**src/design/gpt_pkg.sv**
```systemverilog
package gpt_pkg;

  localparam int unsigned UNIFORM_BITS_DEF = 16;

  localparam int unsigned NORM_W   = 32;
  localparam int unsigned SHIFT_W  = 5;
  localparam int unsigned NL2_W    = 38;
  localparam int unsigned T_W      = 40;
  localparam int unsigned DIV_SHIFT = 24;
  localparam int unsigned Q_W      = T_W + DIV_SHIFT;
  localparam int unsigned ROOT_W   = 32;
  localparam int unsigned K_W      = 36;
  localparam int unsigned K_SPLIT  = 18;
  localparam int unsigned MEAN_W   = 32;
  localparam int unsigned STD_W    = 24;
  localparam int unsigned SAMPLE_W = 32;
  localparam int unsigned MAG_W    = 40;
  localparam int unsigned SUM_W    = 42;

  localparam logic [31:0]        LN2_Q32       = 32'hB17217F8;
  localparam logic [MEAN_W-1:0]  MEAN_RESET    = 32'h0000_0000;
  localparam logic [STD_W-1:0]   STD_DEV_RESET = 24'd1638400;

  typedef enum logic [0:0] {
    CFG_MEAN    = 1'b0,
    CFG_STD_DEV = 1'b1
  } cfg_reg_e;

  typedef struct packed {
    logic valid;
    logic [SAMPLE_W-1:0] first;
    logic [SAMPLE_W-1:0] second;
  } pair_t;

endpackage

```
**src/design/gpt_scale.sv**
```systemverilog
module gpt_scale #(
  parameter int unsigned UNIFORM_BITS = gpt_pkg::UNIFORM_BITS_DEF
) (
  input  logic                              clk_i,
  input  logic                              rst_ni,
  input  logic                              en_i,
  input  logic                              valid_i,
  input  logic signed [UNIFORM_BITS-1:0]    x_i,
  input  logic [gpt_pkg::K_W-1:0]           k_i,
  input  logic signed [gpt_pkg::MEAN_W-1:0] mean_i,
  input  logic [gpt_pkg::STD_W-1:0]         std_dev_i,
  output logic                              valid_o,
  output logic [gpt_pkg::SAMPLE_W-1:0]      sample_o
);

  localparam int unsigned UB  = UNIFORM_BITS;
  localparam int unsigned F   = UB - 1;
  localparam int unsigned KS  = gpt_pkg::K_SPLIT;
  localparam int unsigned KW  = gpt_pkg::K_W;
  localparam int unsigned PW  = UB + KW;
  localparam int unsigned SW  = gpt_pkg::SAMPLE_W;
  localparam int unsigned MW  = gpt_pkg::MAG_W;
  localparam int unsigned SUW = gpt_pkg::SUM_W;
  localparam int unsigned STW = gpt_pkg::STD_W;

  logic            v1_q, v2_q, v3_q, v4_q;
  logic            n1_q, n2_q, n3_q;
  logic [UB-1:0]   ax;
  logic [UB+KS-1:0]      pl_q;
  logic [UB+KW-KS-1:0]   ph_q;
  logic [PW-1:0]   prod;
  logic [PW-F-1:0] p_full;
  logic [SW-1:0]   p_q;
  logic [SW+STW-1:0] m_q;
  logic [MW-1:0]   mag;
  logic signed [SUW-1:0] sum;
  logic [SW-1:0]   sample_q;
  logic [SW-1:0]   sample_d;

  assign ax     = x_i[UB-1] ? (~x_i + 1'b1) : x_i;
  assign prod   = {ph_q, {KS{1'b0}}} + PW'(pl_q);
  assign p_full = prod[PW-1:F];
  assign mag    = m_q[SW+STW-1:16];

  always_comb begin
    sum = SUW'(mean_i) + (n3_q ? -$signed({2'b00, mag}) : $signed({2'b00, mag}));
    if (sum > $signed(SUW'(32'h7FFF_FFFF))) begin
      sample_d = 32'h7FFF_FFFF;
    end else if (sum < -$signed(SUW'(33'h1_0000_0000 >> 1))) begin
      sample_d = 32'h8000_0000;
    end else begin
      sample_d = sum[SW-1:0];
    end
  end

  always_ff @(posedge clk_i or negedge rst_ni) begin
    if (!rst_ni) begin
      v1_q <= 1'b0;
      v2_q <= 1'b0;
      v3_q <= 1'b0;
      v4_q <= 1'b0;
    end else if (en_i) begin
      v1_q <= valid_i;
      v2_q <= v1_q;
      v3_q <= v2_q;
      v4_q <= v3_q;
    end
  end

  always_ff @(posedge clk_i) begin
    if (en_i) begin
      pl_q     <= ax * k_i[KS-1:0];
      ph_q     <= ax * k_i[KW-1:KS];
      n1_q     <= x_i[UB-1];
      p_q      <= (|p_full[PW-F-1:SW]) ? {SW{1'b1}} : p_full[SW-1:0];
      n2_q     <= n1_q;
      m_q      <= p_q * std_dev_i;
      n3_q     <= n2_q;
      sample_q <= sample_d;
    end
  end

  assign valid_o  = v4_q;
  assign sample_o = sample_q;

endmodule
```
**config.mk**
```make
export PLATFORM = sky130hd
export DESIGN_NAME = gpt_scale
export DESIGN_NICKNAME = d
export VERILOG_FILES = /design/src/design/gpt_pkg.sv /design/src/design/gpt_scale.sv
export SDC_FILE = /design/constraint.sdc
export NUM_CORES = 2
export LEC_CHECK = 0
export BUFFER_PORTS_ARGS = -buffer_cell sky130_fd_sc_hd__buf_2
export CORE_MARGIN = 2
export CORE_UTILIZATION = 65
export CTS_CLUSTER_DIAMETER = 80
export DETAILED_ROUTE_END_ITERATION = 8
export HOLD_SLACK_MARGIN = 0.15
export PLACE_DENSITY = 0.87
export SKIP_CTS_REPAIR_TIMING = 1
export SLEW_MARGIN = 20
export SYNTH_ARGS = -nofsm -noshare
export SYNTH_HDL_FRONTEND = slang
export SYNTH_SLANG_ARGS = --single-unit
export TNS_END_PERCENT = 50
```
**constraint.sdc**
```tcl
create_clock -name clk_i -period 12.97 [get_ports clk_i]
set_clock_uncertainty 0.05 [all_clocks]
set_input_delay 2.594 -clock clk_i [delete_from_list [all_inputs] [get_ports clk_i]]
set_output_delay 2.594 -clock clk_i [all_outputs]
set_load 0.02 [all_outputs]
```
==> impl_metrics.toml <==
[critical_path]
critical_path_buf_inv_count = 4
worstReg2RegStart = "p_q[6]$_SDFFCE_PP1P_"
rr_endpoint = "m_q[55]$_DFFE_PP_"
start_kind = "input port"
slowest_stage = "a221oi_1"
crit_fanout = 32
crit_type = "input port to flip-flop"
slowest_delay_ns = 0.72
crit_family = "adder cells"
cp-end-kind = "flip-flop"
rrSetupSlack_ns = 4.07
crit_arrival_ns = 10.77
crit_required_ns = 13.16
reg2regPathDepth = 23
cpMostUsedCell = "fa_1"
path_cells = "buf_2 -> nand2_1 -> fa_1 -> inv_1 -> fa_1 -> fa_1 -> inv_1 -> fa_1 -> inv_1 -> fa_1 -> fa_1 -> fa_1 -> ha_1 -> a21o_1 -> a21o_1 -> a221oi_1 -> o221ai_1 -> o211ai_1 -> a31oi_1 -> nand4_1 -> or3b_2 -> and3_1 -> o221ai_1 -> xnor2_1"

[logic_synthesis]
ys_types = 71
synth-seq-cells = 164
yosysSeqAreaShare_pct = 9.62
synthArstFlopShare_pct = 2.44
synth.top_cell.area_share_pct = 43.3
synth_area_leader_cell = "fa_1"
synthCells = 5498
syn_area_per_cell_um2 = 9.27
synthesis.area_um2 = 51000
synth_nets = 7158
synth_warnings = 0
netlist_top_cells_area = "fa_1, ha_1, edfxtp_1"
synth-edff-count = 160
synthFlopType = "edfxtp_1"

[place]
gp_congestion = 0.992
dpl.hpwl_um = 96800
dpl-instance-area_um2 = 52500
numPortBuffers = 144

[floorplan]
core_um2 = 77600
die_area_um2 = 80700
dieWidth_um = 284
rows = 102
initial_core_util_pct = 65.7
die_height_um = 284
ios = 145

[layout]
drive_gt1_share_pct = 5.43
syn2layout_area_growth_pct = 4.08
post-route-cell-area_um2 = 53100
post-route-util_pct = 68.4
fin_nets = 7118

[routing]
postRouteAntennaNets = 0
vias_per_cell = 5.86
num_vias = 38100
wire_per_inst_um = 19.2
drc = 0
drt-initial-drc-count = 2968
drt_pass1_iterations = 6
wirelength_um = 125000

[sta]
fmax_mhz = 94.5
setup_viol = 0
finalCritPeriodShare_pct = 81.6
timing.final.crit_period_ns = 10.58
finalMaxSlewViolations = 0
whs_ns = 0.379
tns_ns = 0
worst_pin_slew_ns = 1.22
grt_setup_unrepaired = "no"
relSlewSlack_pct = 18.7
hold_viol = 0

[cts]
clk_latency_ns = 0.49
clock-sinks = 164
cts_tree = "built"
clock-root-buffer = "clkbuf_16"
clk_path_buf_depth = 2
cts.htree.levels = 4
cts_made_buffers = 17
clk_pin_slew_ns = 0.07

[hold_path]
min_to = "n2_q$_DFFE_PP_"
holdCritStartpoint = "n1_q$_DFFE_PP_"
holdPathStages = 0
hold_class = "flip-flop to flip-flop"

[global_routing]
grt_pass1_wl_um = 208000
antenna_found_initial = 2
grtUsageTotal_pct = 32.5
grt_max_degree = 86
gr-total-overflow = 0
grt_pass1_vias = 41700

[run_status]
status = "completed"

[job]
max_cap_violations = 0
[worst max path at each step]
stage               slack, ns  depth (start not counted)                  to    startpoint
CTS                      2.53                         24   m_q[55]$_DFFE_PP_  std_dev_i[3]
floorplan                3.07                         31  pl_q[24]$_DFFE_PP_        x_i[0]
global placement         2.24                         27  ph_q[32]$_DFFE_PP_        x_i[0]
global route             2.10                         27  ph_q[32]$_DFFE_PP_        x_i[0]
finish                   2.39                         24   m_q[55]$_DFFE_PP_  std_dev_i[3]
detailed placement       2.05                         24   m_q[55]$_DFFE_PP_  std_dev_i[3]
[synth_stat cells, types with 10 or more instances]
cell      count
a31oi_1      18
nor4_1       10
nor2_1       82
xnor2_1     146
nand4_1      17
o21a_1       26
and3_1       14
a21oi_1     107
o21bai_1     15
nand3_1      30
clkbuf_1    241
nand2b_1     25
o31ai_1      18
fa_1       1102
edfxtp_1    160
ha_1        446
nor2b_1      26
o21ai_0      58
nor3_1       36
nand2_1     905
o21ai_2      30
or3_1        17
inv_1      1175
xor2_1       54
a21o_1       50
and2_1      547
[final cells by class]
class	instances	area [um2]
Clock inverter	14	116
Fill cell	5647	24500
Multi-Input combinational cell	3908	40800
Sequential cell	164	4900
Antenna cell	1	2.50
Timing Repair Buffer	192	1110
Clock buffer	17	425
Tap cell	1040	1300
Inverter	1175	4410
[metal layers]
layer,routed length (um),vias to the layer above,GRT usage (%)
li1,-,16500,-
met1,45300,19200,39.9
met2,61600,1994,55.4
met3,12600,448,7.27
met4,5540,2,13.7
met5,13,-,0
[state kept, by name, summed over array words and instances (netlist names)]
signal and flops:
m_q 40, sample_o 32, v1_q 1, pl_q 19
n1_q 1, p_q 32, ph_q 34, v2_q 1
n2_q 1, v3_q 1, valid_o 1, n3_q 1
[cells in the final DEF, fill, tap and decap left out, types with 53 or more instances in the layout]
master    instances
buf_2           143
xor2_1           53
nand2_1         905
o21ai_0          58
ha_1            446
a21oi_1         107
inv_1          1175
fa_1           1102
edfxtp_1        160
xnor2_1         134
and2_1          547
nor2_1           82
[worst reg2reg max path, stage by stage, from the launching register on]
cell      delay (ns)
edfxtp_1        1.12
nand2_1         0.20
fa_1            0.56
inv_1           0.05
fa_1            0.51
inv_1           0.06
fa_1            0.53
inv_1           0.05
fa_1            0.49
fa_1            0.46
fa_1            0.53
fa_1            0.42
ha_1            0.37
a21o_1          0.20
a21o_1          0.19
a221oi_1        0.72
o221ai_1        0.35
o211ai_1        0.33
a31oi_1         0.28
nand4_1         0.15
or3b_2          0.49
and3_1          0.24
o221ai_1        0.21
xnor2_1         0.09
[logic make-up after synthesis]
| logic type | count (synthesis) | share of synthesized area [%] |
|---|---|---|
| flip-flops | 164 | 9.62 |
| XOR/XNOR | 200 | 3.44 |
| AO/OA/AOI/OAI | 409 | 5.42 |
| AND/OR/NAND/NOR | 1744 | 16.5 |
| adder cells (fa/ha/maj) | 1548 | 54.2 |
| buffers and inverters | 1426 | 10.6 |
| multiplexers | 7 | 0.152 |
[metrics by stage]
stage	setup WS [ns]	std cells
CTS	2.53	6506
floorplan	3.07	5498
global route	2.10	6511
finish	2.39	6511
detailed placement	2.05	6475
global placement	2.24	6475
Power is not shown: default switching activity piles up to over one toggle a cycle in this logic, so the estimate is an artifact.
